[config.mk]
export PLATFORM = sky130hd
export DESIGN_NAME = iqmb_seq
export DESIGN_NICKNAME = d
export VERILOG_FILES = /design/src/hdl/iqmb_pkg.sv /design/src/hdl/iqmb_seq.sv
export SDC_FILE = /design/constraint.sdc
export NUM_CORES = 1
export LEC_CHECK = 0
export BUFFER_PORTS_ARGS = -buffer_cell sky130_fd_sc_hd__buf_2
export CORE_MARGIN = 3
export CORE_UTILIZATION = 40
export CTS_CLUSTER_DIAMETER = 200
export DETAILED_ROUTE_END_ITERATION = 16
export PLACE_DENSITY = 0.78
export SYNTH_ARGS = -nofsm -noshare
export SYNTH_HDL_FRONTEND = slang
export SYNTH_SLANG_ARGS = --single-unit
[constraint.sdc]
create_clock -name clk -period 1.95 [get_ports clk]
set_clock_uncertainty 0.15 [all_clocks]
set_input_delay 0.39 -clock clk [delete_from_list [all_inputs] [get_ports clk]]
set_output_delay 0.39 -clock clk [all_outputs]
set_load 0.02 [all_outputs]
[src/hdl/iqmb_pkg.sv]
// ----------------------------------------------------------------------------
// iqmb_pkg
// Shared constants, codes and types of the int8 quantized matrix multiply.
// ----------------------------------------------------------------------------
package iqmb_pkg;

    // Store dimensions.
    localparam int MAX_ROWS  = 16;
    localparam int MAX_INNER = 64;
    localparam int MAX_COLS  = 16;

    localparam int KW       = (MAX_INNER > 1) ? $clog2(MAX_INNER) : 1;
    localparam int CW       = (MAX_COLS > 1) ? $clog2(MAX_COLS) : 1;
    localparam int A_DEPTH  = MAX_ROWS * MAX_INNER;
    localparam int B_DEPTH  = MAX_INNER * MAX_COLS;
    localparam int A_ADDR_W = (A_DEPTH > 1) ? $clog2(A_DEPTH) : 1;
    localparam int B_ADDR_W = (B_DEPTH > 1) ? $clog2(B_DEPTH) : 1;
    localparam int BIAS_AW  = CW;

    // Field widths.
    localparam int ACTION_W  = 2;
    localparam int ROW_F_W   = 4;
    localparam int INNER_F_W = 6;
    localparam int COL_F_W   = 4;
    localparam int ELEM_W    = 8;
    localparam int BIAS_W    = 32;
    localparam int ACC_W     = 32;
    localparam int OPND_W    = ELEM_W + 1;
    localparam int S_DATA_W  = 56;
    localparam int S_USER_W  = 2;
    localparam int M_DATA_W  = 16;

    // Configuration port.
    localparam int CFG_IDX_W  = 3;
    localparam int CFG_DATA_W = 8;
    localparam int CNT_N_W    = 7;
    localparam int CNT_C_W    = 5;
    localparam int SHIFT_W    = 5;

    typedef enum logic [ACTION_W-1:0] {
        ACT_LOAD_A,
        ACT_LOAD_B,
        ACT_LOAD_BIAS,
        ACT_COMPUTE
    } action_t;

    typedef enum logic [CFG_IDX_W-1:0] {
        CFG_INNER_COUNT,
        CFG_COL_COUNT,
        CFG_A_ZP,
        CFG_B_ZP,
        CFG_OUT_ZP,
        CFG_OUT_SHIFT,
        CFG_BIAS_EN
    } cfg_index_t;

    typedef enum logic [2:0] {
        ST_IDLE,
        ST_MAC,
        ST_DRAIN,
        ST_RESULT,
        ST_OUT
    } seq_state_t;

    typedef struct packed {
        logic en;
        logic first;
    } mac_ctrl_t;

    typedef struct packed {
        logic [KW-1:0] k_last;
        logic [CW-1:0] c_last;
    } seq_limits_t;

    typedef struct packed {
        logic signed [ELEM_W-1:0] a_zp;
        logic signed [ELEM_W-1:0] b_zp;
        logic signed [ELEM_W-1:0] out_zp;
        logic [SHIFT_W-1:0]       out_shift;
    } quant_cfg_t;

endpackage

[src/hdl/iqmb_seq.sv]
// ----------------------------------------------------------------------------
// iqmb_seq
// Sequencer: walks columns and inner terms, drives store reads and the MAC.
// ----------------------------------------------------------------------------
module iqmb_seq (
    input  logic                            clk,
    input  logic                            rst_n,
    input  logic                            s_tvalid,
    output logic                            s_tready,
    input  iqmb_pkg::action_t               action,
    input  logic [iqmb_pkg::ROW_F_W-1:0]    row_index,
    input  iqmb_pkg::seq_limits_t           limits,
    input  logic                            m_tready,
    output logic                            m_tvalid,
    input  logic [iqmb_pkg::ELEM_W-1:0]     q_value,
    output logic [iqmb_pkg::ELEM_W-1:0]     out_value,
    output logic [iqmb_pkg::COL_F_W-1:0]    out_col,
    output logic                            out_last,
    output logic [iqmb_pkg::A_ADDR_W-1:0]   a_raddr,
    output logic [iqmb_pkg::B_ADDR_W-1:0]   b_raddr,
    output logic [iqmb_pkg::BIAS_AW-1:0]    bias_raddr,
    output iqmb_pkg::mac_ctrl_t             mac_ctrl
);
    import iqmb_pkg::*;

    seq_state_t           state_reg;
    seq_state_t           state_next;
    logic [KW-1:0]        k_reg;
    logic [KW-1:0]        k_next;
    logic [CW-1:0]        c_reg;
    logic [CW-1:0]        c_next;
    logic [ROW_F_W-1:0]   row_reg;
    mac_ctrl_t            ctrl_reg;
    mac_ctrl_t            ctrl_next;
    logic [ELEM_W-1:0]    out_value_reg;
    logic [COL_F_W-1:0]   out_col_reg;
    logic                 out_last_reg;
    logic                 start;
    logic                 k_done;
    logic                 c_done;

    assign start  = s_tvalid && (action == ACT_COMPUTE) && (int'(row_index) < MAX_ROWS);
    assign k_done = (k_reg == limits.k_last);
    assign c_done = (c_reg == limits.c_last);

    // Next state.
    always_comb
    begin
        state_next = state_reg;
        case (state_reg)
            ST_IDLE:
            begin
                if (start)
                begin
                    state_next = ST_MAC;
                end
            end
            ST_MAC:
            begin
                if (k_done)
                begin
                    state_next = ST_DRAIN;
                end
            end
            ST_DRAIN:
            begin
                state_next = ST_RESULT;
            end
            ST_RESULT:
            begin
                state_next = ST_OUT;
            end
            ST_OUT:
            begin
                if (m_tready)
                begin
                    state_next = c_done ? ST_IDLE : ST_MAC;
                end
            end
            default:
            begin
                state_next = ST_IDLE;
            end
        endcase
    end

    // Outputs and counter updates.
    always_comb
    begin
        s_tready        = 1'b0;
        m_tvalid        = 1'b0;
        k_next          = '0;
        c_next          = c_reg;
        ctrl_next.en    = 1'b0;
        ctrl_next.first = 1'b0;
        case (state_reg)
            ST_IDLE:
            begin
                s_tready = 1'b1;
                c_next   = '0;
            end
            ST_MAC:
            begin
                if (!k_done)
                begin
                    k_next = k_reg + 1'b1;
                end
                ctrl_next.en    = 1'b1;
                ctrl_next.first = (k_reg == '0);
            end
            ST_OUT:
            begin
                m_tvalid = 1'b1;
                if (m_tready && !c_done)
                begin
                    c_next = c_reg + 1'b1;
                end
            end
            default:
            begin
                s_tready = 1'b0;
            end
        endcase
    end

    always_ff @(posedge clk or negedge rst_n)
    begin
        if (!rst_n)
        begin
            state_reg <= ST_IDLE;
            k_reg     <= '0;
            c_reg     <= '0;
            ctrl_reg  <= '0;
        end
        else
        begin
            state_reg <= state_next;
            k_reg     <= k_next;
            c_reg     <= c_next;
            ctrl_reg  <= ctrl_next;
        end
    end

    always_ff @(posedge clk)
    begin
        if (state_reg == ST_IDLE && start)
        begin
            row_reg <= row_index;
        end
        if (state_reg == ST_RESULT)
        begin
            out_value_reg <= q_value;
            out_col_reg   <= COL_F_W'(c_reg);
            out_last_reg  <= c_done;
        end
    end

    assign a_raddr    = A_ADDR_W'(row_reg) * A_ADDR_W'(MAX_INNER) + A_ADDR_W'(k_reg);
    assign b_raddr    = B_ADDR_W'(k_reg) * B_ADDR_W'(MAX_COLS) + B_ADDR_W'(c_reg);
    assign bias_raddr = BIAS_AW'(c_reg);
    assign mac_ctrl   = ctrl_reg;
    assign out_value  = out_value_reg;
    assign out_col    = out_col_reg;
    assign out_last   = out_last_reg;

endmodule

* Word-level counts from Yosys, hierarchy flattened *
Index checks and enable logic that the tools add are counted.

storage, ports and cells
  word-level logic and storage cells = 45
  bits of input ports = 28
  output and inout port bits = 41
  register bits = 32

operators by class
  reductions and logical operators = 9
  $add $sub $neg = 4
  mux-type cells = 12
  equality and inequality tests = 11

operators with widths
  operator             number
  $pmux 3 s5           1
  $mux 6               2
  $add 10x4->10        1
  $add 10x6->10        1
  $mux 3               3
  $ne 2x2->1 const B   4
  $pmux 4 s2           1
  $add 6x1->6 const B  1
  $eq 3x2->1 const B   2
  $eq 6x6->1           1
  $logic_not 6->1      1
  $add 4x1->4 const B  1
  $eq 4x4->1           1
  $mux 4               1
  $eq 3x1->1 const B   1
  $eq 3x3->1 const B   1
  $logic_and 1x1->1    3
  $logic_not 3->1      1
  $mux 1               3
  $reduce_and 3->1     1
  $eq 2x2->1 const B   1
  $mux 2               1
  $reduce_and 2->1     1
  $reduce_bool 2->1    1
  $logic_not 1->1      1

* Logic depth before layout (Yosys ltp) *
  depth after elaboration = 5
  gate-level depth with buffers = 6
  depth with buffers taken out = 5

* Least setup slack after synthesis *
No wires, ideal clock.

  kind = register -> register
  start = register state_reg[1]
  end = register row_reg[0] (enable)
  period minus slack after synthesis = 1690 ps
  arrival time = 1211 ps
  library setup time = 329 ps
  stages on the path, launching flop included = 5
  setup slack = 260 ps
  data required time = 1471 ps
  buffers on the path = 2
  cell sequence = dfrtp_1 buf_6 or3_1 clkbuf_1 nor2_1

between the ends
  cells in the longest elaborated chain, start to end = 2

RTL lines
  what                    line             text
  start, declared         iqmb_seq.sv:26   seq_state_t state_reg;
  start signal, assigned  iqmb_seq.sv:137  state_reg <= state_next;
  $logic_not 3->1         iqmb_seq.sv:146  if (state_reg == ST_IDLE && start)
  $logic_and 1x1->1       iqmb_seq.sv:146
  end signal, assigned    iqmb_seq.sv:148  row_reg <= row_index;
  end, declared           iqmb_seq.sv:32   logic [ROW_F_W-1:0] row_reg;

Every way passes these cells.
A chain may end at the register's enable or synchronous reset.

* Worst setup path after layout *
  start = register state_reg[2]
  end = output s_tready

between the ends
  cells in the longest elaborated chain, start to end = 2

RTL lines
  what             line            text
  $logic_not 3->1  iqmb_seq.sv:96  case (state_reg)
  $mux 1           iqmb_seq.sv:96
  end, declared    iqmb_seq.sv:9   output logic s_tready,

Every way passes these cells.

==> results by group <==
Outcome
  • Status: complete, no violations

Critical path
  • Reg2reg end: bias_raddr[3]
  • Crit Path Class: reg -> out
  • Crit path max fanout: 3
  • CP top delay family: flip-flops
  • Critical path depth: 3
  • Crit end category: output port
  • Nature of the critical path startpoint: register
  • Crit path DAT: about 1.3 ns
  • Crit path required time: roughly 1.4 ns
  • Buf/Inv on CP: 2
  • Slowest CP cell: dfrtp_2
  • FF-to-FF setup slack: approximately 0.13 ns
  • RR Startpoint: state_reg[0]
  • Critical path cell sequence: or3_4, inv_1, buf_4
  • Max stage delay on crit path: 0.42 ns
  • R2R cell count: 6
  • CP startpoint: state_reg[2]
  • Worst Setup EP: s_tready

Logic synthesis
  • Most used flip-flop cell after synthesis: edfxtp_1
  • Yosys top cell area share: 35.1%
  • Ys Warns: 0
  • Post-synth EDFFs: 17
  • Xor/xnor share of the synthesized area: a little under a tenth
  • Post-Synth Simple-Gate Area: 11.6%
  • Sequential-to-total area share from yosys stat: 60.9%
  • Mapped cell area: 0.00145 mm²
  • Main combinational cell family by area after synthesis: simple AND/OR/NAND/NOR gates
  • Syn_area_per_cell: ~13 µm²
  • Synth unique cells: 29
  • Adder-cell share of the synthesized area: 2.58%
  • Post-synth top area cell: edfxtp_1
  • Proportion of synthesized area in mux cells: 0%
  • Synth Area in Compound Gates: 7.49%
  • Yosys reg bits: 32
  • Synth Net Count: 144
  • Cells after Synth: 113
  • Ys async rst share: 46.9%
  • Largest cells by area after synthesis: edfxtp_1 35%, dfrtp_1 26%, xor2_1 5.4%

Detailed routing
  • Initial DRT Pass Iterations: 6
  • Vias after detailed routing: 1112
  • DRC viols: 0
  • Drt total wl: 2980 µm
  • Routed Antenna Nets: 0
  • Initial DRC Count: ~110
  • DR vias/cell: 4.73
  • Wire per inst: ~13 µm

Timing
  • RSZ-0062 raised after global routing: no
  • Final period utilization: between 90% and 100%
  • Fmax: 0.533 GHz
  • Final hold viol count: 0
  • Relative slew slack: a little over 70%
  • Final setup fails: 0
  • Worst slew pin tran: 0.442 ns
  • Slew Viols, Final: 0
  • Clock period minus worst slack: 1.88 ns
  • Setup WS post-layout: 0.0739 ns
  • Sum Neg Setup Slack: 0 ns

Global route
  • Total grt overflow: 0
  • Largest net degree at the start of global routing: 16
  • Vias in the first global route: 1001
  • Met1 Usage GRT: 15.4%
  • First-pass GRT wire length: 4570 µm
  • Met3 Use GR: 5.61%
  • GRT Overall Usage: 14.0%
  • Global route hottest layer: met2
  • Met2 usage: 23.8%
  • Initial antenna violation count: 0

Floorplanning
  • Die width: 66.3 µm
  • Chip height: 66.3 µm
  • Total core area: 0.00342 mm²
  • Rows: 21
  • Full die area: between 0.004 and 0.005 mm²
  • # IOs: 69
  • Initial Utilization: 42.6%

Place
  • Place WS: around 0.2 ns
  • Post-DP Area: 0.00178 mm²
  • Port bufs: 68
  • RePlAce Congestion: 0.758
  • Final HPWL DP: around 2100 µm

Finish
  • # fillers: just over 300
  • Nets: 219
  • Share of cells above drive strength 1: 49.7%
  • Max reg flops: 8
  • Multi-input logic area: 452 µm²
  • Ant diodes: 0
  • Post-Route Utilization: 57.2%
  • Layout Area Growth over Synthesis: 34.4%
  • Finished Cell Area: ~0.002 mm²
  • FF/Latch Area: 888 µm²

Clock tree
  • Sink Count: 32
  • Clock transition at the registers of the reported paths: approximately 0.10 ns
  • Worst-Skew Late Latency: 0.33 ns
  • CTS HTree Levels: 2
  • CTS root buf: clkbuf_4
  • Clock tree buffer depth: 2
  • CTS tree: done
  • Number of CTS-inserted buffers: 5

Pwr
  • Pwr dens: 1230 mW/mm²
  • Seq pwr share: approximately two fifths
  • Comb power frac: between 30% and 40%
  • Clock Power Share: 21.4%
  • Sw Pwr: between 800 and 900 µW
  • Internal: roughly 1.6 mW
  • Total Power: 2.41 mW
  • Pleak: 0.962 nW
  • Maximum vdd drop: 0.603 mV
  • Sw Ratio: 34.5%

Worst hold path
  • Type of the most critical hold path: in -> reg

Flow run
  • Maxcap violations: 0
cell usage in the layout, fill, tap and decap left out, types with 2 or more instances in the layout:
master,count
xnor2_1,6
nand2_1,4
o21ai_0,3
buf_4,14
clkbuf_4,5
edfxtp_1,17
ha_1,3
dfrtp_1,13
nor4_1,2
dfrtp_2,2
inv_1,6
buf_2,66
nor2_1,10
nand3_1,9
xor2_1,9
worst min-delay path by stage:
stage / from / endpoint / slack [ns] / cells past startpoint
floorplan: rst_n / bias_raddr[0] / -0.06 / 0
global placement: rst_n / k_reg[1] / 0.16 / 1
detailed placement: rst_n / k_reg[1] / 0.16 / 1
CTS: q_value[2] / out_value[2] / 0.08 / 1
global route: q_value[0] / out_value[0] / 0.06 / 1
finish: q_value[7] / out_value[7] / 0.09 / 1
worst reg2reg max path: stages (launching register included):
cell and delay, ns:
dfrtp_1 0.42, buf_4 0.15, buf_4 0.13, and4bb_1 0.32
o41ai_4 0.13, or3_1 0.36, nand3_1 0.08
synth_stat cells (2+ instances only):
cell,n
edfxtp_1,17
dfrtp_1,15
buf_4,10
nor2_1,10
nand3_1,9
xor2_1,9
inv_1,7
xnor2_1,6
nand2_1,4
ha_1,3
o21ai_0,3
nor4_1,2
or3_1,2
area by class of cell:
class,count,share of cell area [%]
Sequential cell,32,45.5
Multi-Input combinational cell,61,23.1
Timing Repair Buffer,81,22.8
Tap cell,46,2.94
Clock buffer,6,2.62
Clock inverter,2,1.73
Inverter,7,1.34
per-layer routing:
metal | part of all wire (%) | vias up
met4 | 2.3 | 0
met1 | 38 | 503
met3 | 11 | 9
met2 | 49 | 64
li1 | - | 536
met5 | 0 | -
cell families (layout without fill, tap and decap cells):
logic type	Yosys count	in the layout
flip-flops	32	32
AND/OR/NAND/NOR	32	32
buffers and inverters	20	96
XOR/XNOR	15	15
AO/OA/AOI/OAI	11	11
adder cells (fa/ha/maj)	3	3
metrics by stage:
step           hold slack, ns  instances
2_1_floorplan         -0.0556        113
3_3_place_gp            0.163        217
3_5_place_dp            0.163        217
4_1_cts                0.0758        231
5_1_grt                0.0632        235
6_report               0.0889        235
power groups by stage:
stage | Combinational [mW] | Sequential [mW] | Clock [mW]
final | 0.955 | 0.936 | 0.515
after global routing | 1.04 | 0.953 | 0.566
after CTS | 0.870 | 0.937 | 0.530
after detailed placement | 0.746 | 0.979 | 0
after global placement | 0.734 | 0.979 | 0
after floorplan | 0.450 | 1.08 | 0
repair_timing:
action | 4_1_cts | 5_1_grt
pin swaps | 0 | 2
hold buffers | 1 | 0
endpoints found under the setup margin | 1 | 2
buffers inserted | 5 | 4
endpoints found under the hold margin | 15 | 0
gates resized for setup | 3 | 3
Power figures use the tool's default switching activity.
