$ cat config.mk
export PLATFORM = sky130hd
export DESIGN_NAME = iqmb_mac
export DESIGN_NICKNAME = d
export VERILOG_FILES = /design/src/hdl/iqmb_pkg.sv /design/src/hdl/iqmb_mac.sv
export SDC_FILE = /design/constraint.sdc
export NUM_CORES = 1
export LEC_CHECK = 0
export ABC_CLOCK_PERIOD_IN_PS = 12000
export BUFFER_PORTS_ARGS = -buffer_cell sky130_fd_sc_hd__buf_2
export CAP_MARGIN = 40
export CORE_MARGIN = 5
export CORE_UTILIZATION = 55
export DETAILED_ROUTE_END_ITERATION = 8
export PLACE_DENSITY = 0.8
export RECOVER_POWER = 50
export SETUP_SLACK_MARGIN = 0.4
export SLEW_MARGIN = 40
export SYNTH_ARGS = -nofsm -noshare
export SYNTH_HDL_FRONTEND = slang
export SYNTH_SLANG_ARGS = --single-unit
$ cat constraint.sdc
create_clock -name clk -period 12 [get_ports clk]
set_input_delay 1.8 -clock clk [delete_from_list [all_inputs] [get_ports clk]]
set_output_delay 1.8 -clock clk [all_outputs]
set_load 0.005 [all_outputs]
$ cat src/hdl/iqmb_pkg.sv
// ----------------------------------------------------------------------------
// iqmb_pkg
// Shared constants, codes and types of the int8 quantized matrix multiply.
// ----------------------------------------------------------------------------
package iqmb_pkg;

    // Store dimensions.
    localparam int MAX_ROWS  = 16;
    localparam int MAX_INNER = 64;
    localparam int MAX_COLS  = 16;

    localparam int KW       = (MAX_INNER > 1) ? $clog2(MAX_INNER) : 1;
    localparam int CW       = (MAX_COLS > 1) ? $clog2(MAX_COLS) : 1;
    localparam int A_DEPTH  = MAX_ROWS * MAX_INNER;
    localparam int B_DEPTH  = MAX_INNER * MAX_COLS;
    localparam int A_ADDR_W = (A_DEPTH > 1) ? $clog2(A_DEPTH) : 1;
    localparam int B_ADDR_W = (B_DEPTH > 1) ? $clog2(B_DEPTH) : 1;
    localparam int BIAS_AW  = CW;

    // Field widths.
    localparam int ACTION_W  = 2;
    localparam int ROW_F_W   = 4;
    localparam int INNER_F_W = 6;
    localparam int COL_F_W   = 4;
    localparam int ELEM_W    = 8;
    localparam int BIAS_W    = 32;
    localparam int ACC_W     = 32;
    localparam int OPND_W    = ELEM_W + 1;
    localparam int S_DATA_W  = 56;
    localparam int S_USER_W  = 2;
    localparam int M_DATA_W  = 16;

    // Configuration port.
    localparam int CFG_IDX_W  = 3;
    localparam int CFG_DATA_W = 8;
    localparam int CNT_N_W    = 7;
    localparam int CNT_C_W    = 5;
    localparam int SHIFT_W    = 5;

    typedef enum logic [ACTION_W-1:0] {
        ACT_LOAD_A,
        ACT_LOAD_B,
        ACT_LOAD_BIAS,
        ACT_COMPUTE
    } action_t;

    typedef enum logic [CFG_IDX_W-1:0] {
        CFG_INNER_COUNT,
        CFG_COL_COUNT,
        CFG_A_ZP,
        CFG_B_ZP,
        CFG_OUT_ZP,
        CFG_OUT_SHIFT,
        CFG_BIAS_EN
    } cfg_index_t;

    typedef enum logic [2:0] {
        ST_IDLE,
        ST_MAC,
        ST_DRAIN,
        ST_RESULT,
        ST_OUT
    } seq_state_t;

    typedef struct packed {
        logic en;
        logic first;
    } mac_ctrl_t;

    typedef struct packed {
        logic [KW-1:0] k_last;
        logic [CW-1:0] c_last;
    } seq_limits_t;

    typedef struct packed {
        logic signed [ELEM_W-1:0] a_zp;
        logic signed [ELEM_W-1:0] b_zp;
        logic signed [ELEM_W-1:0] out_zp;
        logic [SHIFT_W-1:0]       out_shift;
    } quant_cfg_t;

endpackage

$ cat src/hdl/iqmb_mac.sv
// ----------------------------------------------------------------------------
// iqmb_mac
// Shared multiply-accumulate unit with zero-point offset and requantization.
// ----------------------------------------------------------------------------
module iqmb_mac (
    input  logic                          clk,
    input  iqmb_pkg::mac_ctrl_t           ctrl,
    input  logic [iqmb_pkg::ELEM_W-1:0]   a_data,
    input  logic [iqmb_pkg::ELEM_W-1:0]   b_data,
    input  logic [iqmb_pkg::BIAS_W-1:0]   bias_term,
    input  iqmb_pkg::quant_cfg_t          qcfg,
    output logic [iqmb_pkg::ELEM_W-1:0]   q_value
);
    import iqmb_pkg::*;

    logic signed [OPND_W-1:0]   a_off;
    logic signed [OPND_W-1:0]   b_off;
    logic signed [2*OPND_W-1:0] prod;
    logic signed [ACC_W-1:0]    prod_ext;
    logic [ACC_W-1:0]           base;
    logic [ACC_W-1:0]           acc_next;
    logic [ACC_W-1:0]           acc_reg;
    logic signed [ACC_W-1:0]    shifted;

    // Expanding (a - za)(b - zb) gives exactly the zero-point corrected sum,
    // modulo 2^32, so one product per term is enough.
    assign a_off    = $signed({a_data[ELEM_W-1], a_data})
                    - $signed({qcfg.a_zp[ELEM_W-1], qcfg.a_zp});
    assign b_off    = $signed({b_data[ELEM_W-1], b_data})
                    - $signed({qcfg.b_zp[ELEM_W-1], qcfg.b_zp});
    assign prod     = a_off * b_off;
    assign prod_ext = ACC_W'(prod);

    // The first term of a column starts from the bias instead of the old sum.
    assign base     = ctrl.first ? bias_term : acc_reg;
    assign acc_next = base + ACC_W'(prod_ext);

    always_ff @(posedge clk)
    begin
        if (ctrl.en)
        begin
            acc_reg <= acc_next;
        end
    end

    assign shifted = $signed(acc_reg) >>> qcfg.out_shift;
    assign q_value = shifted[ELEM_W-1:0] + ELEM_W'(qcfg.out_zp);

endmodule

======== Word level (Yosys, flattened, before mapping) ========
Cells that the tools add are included.
word-level totals
  input port bits ......................... 80
  output and inout bits ................... 8
  flip-flop bits (word level) ............. 32
  word-level logic and storage cells ...... 8
operators by class
  $mul .................................... 1
  shifts and indexed selects .............. 1
  multiplexer cells ....................... 1
  add/subtract/negate cells ............... 4
operators by type and width
  cell              count
  $add A32 B32 Y32  1
  $mux W32          1
  $sshr A32 B5 Y8   1
  $mul A9 B9 Y18    1
  $sub A8 B8 Y9     2
  $add A8 B8 Y8     1

======== Longest topological paths before layout ========
Gate-level depths: netlist of the first run.
  depth after elaboration ................. 3
  gate-level depth with buffers ........... 40
  mapped depth without buffers ............ 40

======== Worst setup path after synthesis of the first run ========
Ideal clock, no wire load.
  path type ............................... input-to-reg
  from .................................... input port a_data[0] (netlist bit)
  to ...................................... register acc_reg[26] (data pin)
  slack ................................... 1.548 ns
  arrival time ............................ 10.175 ns
  stages on the path ...................... 39
  setup time .............................. 0.277 ns
  data required time ...................... 11.723 ns
  buffers on the path ..................... 1
  path through ............................ inv_1 -> ha_1 -> inv_1 -> fa_1 -> a21o_1 -> a21oi_1 -> o21bai_1 -> a21oi_1 -> nor2b_1 -> nor3_1 -> mux2i_1 -> or2_2 -> fa_1 -> inv_1 -> fa_1 -> fa_1 -> fa_1 -> inv_1 -> [... 3 more ...] -> inv_1 -> o21bai_1 -> a21oi_1 -> o21bai_1 -> a21oi_1 -> o21ai_0 -> o41ai_1 -> xnor2_1 -> ha_1 -> clkbuf_1 -> a21o_1 -> a2111oi_4 -> a211oi_1 -> a2111o_1 -> o21a_1 -> a211o_1 -> mux2i_1 -> xor2_1
on the way
  longest elaborated chain between the ends .. 3
RTL lines
  item                  line            source
  start, declared       iqmb_mac.sv:8   input logic [iqmb_pkg::ELEM_W-1:0] a_data,
  $sub A8 B8 Y9         iqmb_mac.sv:28  - $signed({qcfg.a_zp[ELEM_W-1], qcfg.a_zp});
  $mul A9 B9 Y18        iqmb_mac.sv:31  assign prod = a_off * b_off;
  $add A32 B32 Y32      iqmb_mac.sv:36  assign acc_next = base + ACC_W'(prod_ext);
  net acc_next[26]      iqmb_mac.sv:21  logic [ACC_W-1:0] acc_next;
  end signal, assigned  iqmb_mac.sv:42  acc_reg <= acc_next;
  end, declared         iqmb_mac.sv:22  logic [ACC_W-1:0] acc_reg;
The timed path passes the listed nets, and every way through them passes these cells.
A chain may end at the register's enable or synchronous reset.

======== Worst setup path after layout of the first run ========
Ends and elaborated chain as after synthesis.

==> parameters.txt, run 1 <==
Parameter                              Value

Timing
  Min Clock Period, post-route ... 10.91 ns
  Tightest Pin Transition ... 1.91 ns
  Unrepaired setup endpoints after global routing ... no
  Aggregate negative setup slack ... 0 ns
  Count of final hold-check violations ... 0
  Achievable clock frequency ... slightly above 90 MHz
  Period Utilization, post-route ... just over 90%
  Max-slew headroom ... -27.2%
  Worst clock skew ... roughly 0.0057 ns
  Setup violation total in the final timing report ... 0
  Final-report max-slew violation count ... 68

Synthesis
  Flip-flop and latch count after synthesis ... 32
  Commonest register cell after synthesis ... edfxtp_1
  Avg Cell Area, Syn ... approximately 9.0 sq um
  Register area share after synthesis ... between 10 and 15%
  Post-Synthesis Cells ... ~890
  Top cell type's share of synthesized area ... about a fifth
  Netlist area before placement ... just under 8000 sq um
  Library cells used by synthesis ... 60
  EDFF count, synth ... 32
  Synthesis warning total ... 0
  Cell taking the most area after synthesis ... fa_1
  Top post-synthesis cells by area ... fa_1 19%, ha_1 14%, edfxtp_1 12%
  Proportion of register bits with asynchronous set or reset after synthesis ... 0%
  Post-Syn Nets ... approximately 1100

Worst setup path
  Data arrival, critical path ... between 10 and 15 ns
  Endpoint required time on the critical path ... roughly 12 ns
  Critical Setup Path Class ... input pin to flop
  Largest stage delay, worst path ... 0.54 ns
  Type of element capturing the critical path ... flop
  Largest fanout of any net on the critical path ... 9
  CP max stage cell ... fa_1
  Worst Setup Start Kind ... input pin

CTS
  Number of buffers on the longest clock path ... 2
  Number of cells upsized or downsized after cts ... 0
  Clock edge transition at the registers on the reported setup and hold paths ... approximately 0.060 ns
  Number of buffers created by CTS ... 5
  Setup bufs post-CTS ... 0
  Number of sinks on the clock net ... 32
  Root Driver ... clkbuf_16
  Hold buffer count at CTS ... 0
  Clock tree from TritonCTS ... built
  CTS H-tree depth ... 2
  Clock latency reported for the late side of the worst-skew pair ... about 0.28 ns

Floorplanning
  Site Rows ... 44
  Chip Width ... between 100 and 150 microns
  Core box area ... between 10000 and 15000 sq um
  Overall die area ... 17000 sq um
  Vertical die dimension ... ~130 microns
  Total I/O pin count ... 88
  Starting Density ... 55.3%

Detailed routing
  Pre-antenna DRT Iters ... 5
  Number of nets with antenna violations after routing ... 0
  Count of routing violations after the opening detailed-route iteration ... just under 400
  Vias ... about 6400
  Vias per Instance ... approximately 5.6
  DR WL/cell ... 14.8 microns
  Wirelength, routed ... about 17 mm
  Number of remaining DRC errors ... 0

Layout
  Util after Layout ... about three fifths
  Final standard cell count with taps included and fillers excluded ... about 1100
  Share of post-route cells with drive strength above 1 ... ~16%
  Net count, final ... ~1200
  Layout-stage area growth over the synthesis result ... 9.54%
  Antenna diodes ... 0
  Flip-flop count of the largest register after layout ... 32

Placement
  IO Port Bufs ... 87
  Final HPWL from detailed placement ... 14.2 mm
  Last weighted congestion value of the routability-driven placer ... 0.915
  Number of placed cells counting well taps ... about 1100

GRT
  Pin count of the biggest net entering global routing ... 42
  Global-route congestion overflow total ... 0
  Global-route wire length before repair ... slightly below 30 mm
  Initial antenna violation count ... 0
  All-Layer GR Usage ... a little over a fifth
  Number of global-route vias before repair ... ~6500

Status
  Violated checks ... capacitance limit, slew limit
  Run status ... finished, violations left

Run
  Count of maximum capacitance violations ... 2

Min path
  Hold crit path type ... flop to flop
-- cell type report --
class | count | area [sq um]
multi-input combinational | 701 | 6410
sequential | 32 | 961
tap | 184 | 230
inverter | 131 | 492
clock inverter | 3 | 23.8
timing repair buffer | 91 | 465
clock buffer | 5 | 125
fill | 1265 | 5660
-- path summary, 6_finish.rpt --
kind / startpoint / endpoint / slack, ns / depth (start not counted)
max: a_data[0] / acc_reg[26] / 1.09 / 39
min reg2reg: acc_reg[0] / acc_reg[0] / 0.74 / 2
min: acc_reg[0] / acc_reg[0] / 0.74 / 2
max reg2reg: acc_reg[15] / acc_reg[26] / 8.50 / 11
-- logic make-up (layout without fill, tap and decap cells) --
kind of cell             count (synthesis)  after routing  synth area share [%]
XOR/XNOR                                68             68                  7.86
adder cells (fa/ha/maj)                161            161                  32.4
AND/OR/NAND/NOR                        217            217                  12.8
AO/OA/AOI/OAI                          175            175                  14.8
multiplexers                            80             80                  12.8
flip-flops                              32             32                  12.1
buffers and inverters                  153            230                  7.27
-- per-stage QoR --
stage               hold slack, ns  setup WS, ns  area [sq um]
floorplan                    0.659          1.55          7950
global placement             0.714          1.02          8560
detailed placement           0.743         0.831          8560
CTS                          0.758          1.11          8710
global route                 0.792         0.455          8710
finish                       0.742          1.09          8710
-- worst max-delay path, delay by kind of cell --
kind | cells | cell delay [ns]
buffers and inverters | 7 | 0.43
AO/OA/AOI/OAI | 16 | 3.64
adder cells (fa/ha/maj) | 9 | 3.82
XOR/XNOR | 2 | 0.27
AND/OR/NAND/NOR | 3 | 0.58
multiplexers | 2 | 0.39
-- synth_stat cells, drive strengths merged (8+ instances only) --
library cell,number
a211oi,15
a21o,28
a21oi,44
and3,8
clkbuf,15
edfxtp,32
fa,75
ha,86
inv,130
mux2,34
mux2i,32
mux4,14
nand2,47
nand2b,21
nand3,8
nor2,83
nor2b,23
o21a,10
o21ai,34
o21bai,8
xnor2,51
xor2,16
-- layout by cell type (no fill, tap or decap), types with 4 or more instances in the layout --
cell and n:
mux4_2 14, ha_1 86, and2_1 7, buf_2 84
nand2_1 47, o211ai_1 4, nor2_1 83, mux2_2 33
xnor2_1 50, o21a_1 10, a21oi_1 44, a21o_1 28
o21ai_0 29, clkbuf_16 5, a211o_1 4, inv_1 129
o21ai_1 5, a211oi_1 15, nor4_1 5, nand2b_1 21
nand3_1 8, buf_4 5, xor2_1 15, edfxtp_1 32
mux2i_1 32, a31oi_1 5, and3_1 8, fa_1 75
nor3_1 7, nor2b_1 23, o21bai_1 8
-- per-layer routing --
metal | GRT usage (%) | share of wire, % | vias up
li1 | - | - | 3185
met1 | 28.9 | 45 | 3074
met3 | 1.72 | 5.0 | 20
met2 | 36.4 | 49 | 165
met5 | 0 | 0 | -
met4 | 3.85 | 1.5 | 0
Power of run 1 is left out: the tool's default activity adds up to more than one toggle a clock period on the data nets, which glitch-free logic cannot reach.
==> run 2, diff against run 1 <==
--- a/config.mk
+++ b/config.mk
@@ -5,16 +5,18 @@
 export SDC_FILE = /design/constraint.sdc
 export NUM_CORES = 1
 export LEC_CHECK = 0
+export ABC_AREA = 1
 export ABC_CLOCK_PERIOD_IN_PS = 12000
 export BUFFER_PORTS_ARGS = -buffer_cell sky130_fd_sc_hd__buf_2
 export CAP_MARGIN = 40
 export CORE_MARGIN = 5
 export CORE_UTILIZATION = 55
 export DETAILED_ROUTE_END_ITERATION = 8
-export PLACE_DENSITY = 0.8
+export PLACE_DENSITY = 0.79
 export RECOVER_POWER = 50
 export SETUP_SLACK_MARGIN = 0.4
 export SLEW_MARGIN = 40
 export SYNTH_ARGS = -nofsm -noshare
 export SYNTH_HDL_FRONTEND = slang
 export SYNTH_SLANG_ARGS = --single-unit
+export TNS_END_PERCENT = 20
==> parameters.txt, run 2 <==
Parameter                              Value

Status
  Run status ... finished, violations left
  Violated checks ... capacitance limit, slew limit

Floorplanning
  Site Rows ... 45
  Total I/O pin count ... 88
  Overall die area ... roughly 18000 sq um
  Chip Width ... between 100 and 150 microns
  Core box area ... between 15000 and 20000 sq um
  Vertical die dimension ... about 130 microns
  Starting Density ... a little under three fifths

GRT
  Global-route congestion overflow total ... 0
  Initial antenna violation count ... 0
  All-Layer GR Usage ... 21.9%
  Number of global-route vias before repair ... between 7000 and 8000
  Global-route wire length before repair ... 33.2 mm
  Pin count of the biggest net entering global routing ... 63

Synthesis
  Area share of and/or/nand/nor cells after synthesis ... between 20% and 30%
  Netlist area before placement ... approximately 8300 sq um
  Flip-flop and latch count after synthesis ... 32
  Fraction of synthesized cell area in xor and xnor cells ... around 5.6%
  Most frequent cell after synthesis ... nand2_1
  Register area share after synthesis ... between 10% and 20%
  Commonest register cell after synthesis ... edfxtp_1
  Portion of netlist area occupied by mux cells ... approximately 1.5%
  Proportion of register bits with asynchronous set or reset after synthesis ... 0%
  Top post-synthesis cells by area ... fa_1 18%, ha_1 13%, nand2_1 12%
  Largest family of logic cells by synthesized area ... adder cells
  Post-synthesis compound-gate area fraction ... ~15%
  Post-Synthesis Cells ... about 1200
  Top cells by instance count after synthesis ... 271 x nand2_1, 234 x inv_1, 110 x o21ai_0
  EDFF count, synth ... 32
  Library cells used by synthesis ... 44
  Top cell type's share of synthesized area ... 18.0%
  Post-Syn Nets ... roughly 1500
  Cell taking the most area after synthesis ... fa_1
  Avg Cell Area, Syn ... 6.88 sq um
  Synthesis warning total ... 0
  Adder-Cell Fraction of Synth Area ... between 30% and 40%

Layout
  Filler Cell Count ... roughly 1400
  Flip-flop count of the largest register after layout ... 32
  Share of post-route cells with drive strength above 1 ... 10.6%
  Most frequent standard cell in the layout excluding fill and tap cells ... nand2_1
  Layout-stage area growth over the synthesis result ... 8.60%
  Final standard cell count with taps included and fillers excluded ... approximately 1500
  Antenna diodes ... 0
  Highest-count cells in the layout ignoring fill and taps ... 271 x nand2_1, 234 x inv_1, 110 x o21ai_0
  Net count, final ... between 1500 and 2000

Detailed routing
  Number of nets with antenna violations after routing ... 0
  Wirelength, routed ... approximately 19 mm
  Pre-antenna DRT Iters ... 5
  Vias ... a little under 8000
  Count of routing violations after the opening detailed-route iteration ... 605
  Vias per Instance ... around 5.3
  Number of remaining DRC errors ... 0
  DR WL/cell ... approximately 13 microns

Worst setup path
  Number of buffers and inverters on the critical path ... 6
  Worst path most repeated cell ... fa_1
  Critical Setup Path Class ... input pin to flop
  Family of cells with the greatest summed delay on the critical path ... adder cells
  Largest fanout of any net on the critical path ... 10
  Largest stage delay, worst path ... 0.54 ns
  CP max stage cell ... fa_1
  Endpoint required time on the critical path ... roughly 12 ns
  Type of element capturing the critical path ... flop
  Worst Setup Start Kind ... input pin
  Data arrival, critical path ... ~9.4 ns

CTS
  Number of sinks on the clock net ... 32
  Setup bufs post-CTS ... 0
  Hold buffer count at CTS ... 0
  Clock edge transition at the registers on the reported setup and hold paths ... ~0.050 ns
  Number of buffers created by CTS ... 5
  Clock tree from TritonCTS ... built
  Root Driver ... clkbuf_16
  CTS H-tree depth ... 2
  Clock latency reported for the late side of the worst-skew pair ... roughly 0.27 ns
  Number of buffers on the longest clock path ... 2
  Number of cells upsized or downsized after cts ... 0

Timing
  Count of final hold-check violations ... 0
  Worst clock skew ... a little over 0.006 ns
  Setup violation total in the final timing report ... 0
  Tightest Pin Transition ... between 2 and 2.5 ns
  Period Utilization, post-route ... a little under 80%
  Max-slew headroom ... -39.3%
  Final-report max-slew violation count ... 95
  Unrepaired setup endpoints after global routing ... no
  Aggregate negative setup slack ... 0 ns
  Min Clock Period, post-route ... a little over 9 ns
  Achievable clock frequency ... 107 MHz

Placement
  Number of placed cells counting well taps ... approximately 1500
  IO Port Bufs ... between 80 and 90
  Last weighted congestion value of the routability-driven placer ... about 0.9
  Final HPWL from detailed placement ... around 16 mm

Min path
  Hold crit path type ... flop to flop

Run
  Count of maximum capacitance violations ... 2
-- run 2: cell count changes in the layout (fill, tap and decap cells not counted), sizes merged, moves of 15 or more --
| cell | previous run | this run |
|---|---|---|
| xnor2 | 51 | 23 |
| nor2b | 23 | 0 |
| a211oi | 15 | 0 |
| mux2 | 34 | 2 |
| inv | 130 | 236 |
| a21o | 28 | 4 |
| a21oi | 44 | 79 |
| mux2i | 32 | 10 |
| o21ai | 34 | 117 |
| nand2 | 47 | 290 |
| nand3 | 8 | 50 |
| nand2b | 21 | 0 |
-- run 2: final timing paths --
| path | from | endpoint | slack [ns] | depth (start not counted) |
|---|---|---|---|---|
| setup / recovery | b_data[0] | acc_reg[28] | 2.68 | 35 |
| setup reg to reg | acc_reg[2] | acc_reg[31] | 8.89 | 14 |
| hold reg to reg | acc_reg[0] | acc_reg[0] | 0.72 | 2 |
| hold / removal | acc_reg[0] | acc_reg[0] | 0.72 | 2 |
-- run 2: final cells by class --
type	instances	area, sq um	area share [%]
multi-input combinational	911	6360	70.2
sequential	32	961	10.6
inverter	239	897	9.91
timing repair buffer	87	435	4.81
tap	188	235	2.60
clock buffer	6	129	1.42
clock inverter	2	35.0	0.387
-- run 2: worst reg2reg max path, stage by stage, from the launching register on --
cell and delay [ns]:
edfxtp_1 0.41, inv_1 0.09, o21ai_0 0.11, ha_1 0.48, inv_1 0.07, nor3_1 0.28
a21oi_1 0.15, o21ai_0 0.48, nand3_1 0.15, nand2_1 0.17, nand4_1 0.11, nand3_1 0.15
nand2_1 0.09, nand3_1 0.07, nand2_1 0.06
-- run 2: kinds of logic (layout without fill, tap and decap cells) --
family	count (synthesis)	after routing
XOR/XNOR	53	53
multiplexers	12	12
AND/OR/NAND/NOR	462	462
buffers and inverters	268	334
flip-flops	32	32
adder cells (fa/ha/maj)	161	161
AO/OA/AOI/OAI	223	223
-- run 2: stage by stage --
step | utilization [%] | cell area (sq um) | hold WS (ns) | setup WS, ns
2_1_floorplan | - | 8330 | 0.660 | 3.11
3_3_place_gp | 59.1 | 8890 | 0.696 | 2.51
3_5_place_dp | 59.1 | 8890 | 0.709 | 2.39
4_1_cts | 60.2 | 9050 | 0.717 | 2.65
5_1_grt | 60.2 | 9050 | 0.763 | 1.98
6_report | 60.2 | 9050 | 0.718 | 2.68
-- run 2: metal layers --
metal | GRT usage (%) | wire (microns) | share of wire (%)
met1 | 32.1 | 8860 | 47
met2 | 35.9 | 8750 | 46
met3 | 2.45 | 1290 | 6.8
met4 | 2.97 | 144 | 0.76
met5 | 0 | 0 | 0
Power of run 2 is left out for the same reason.
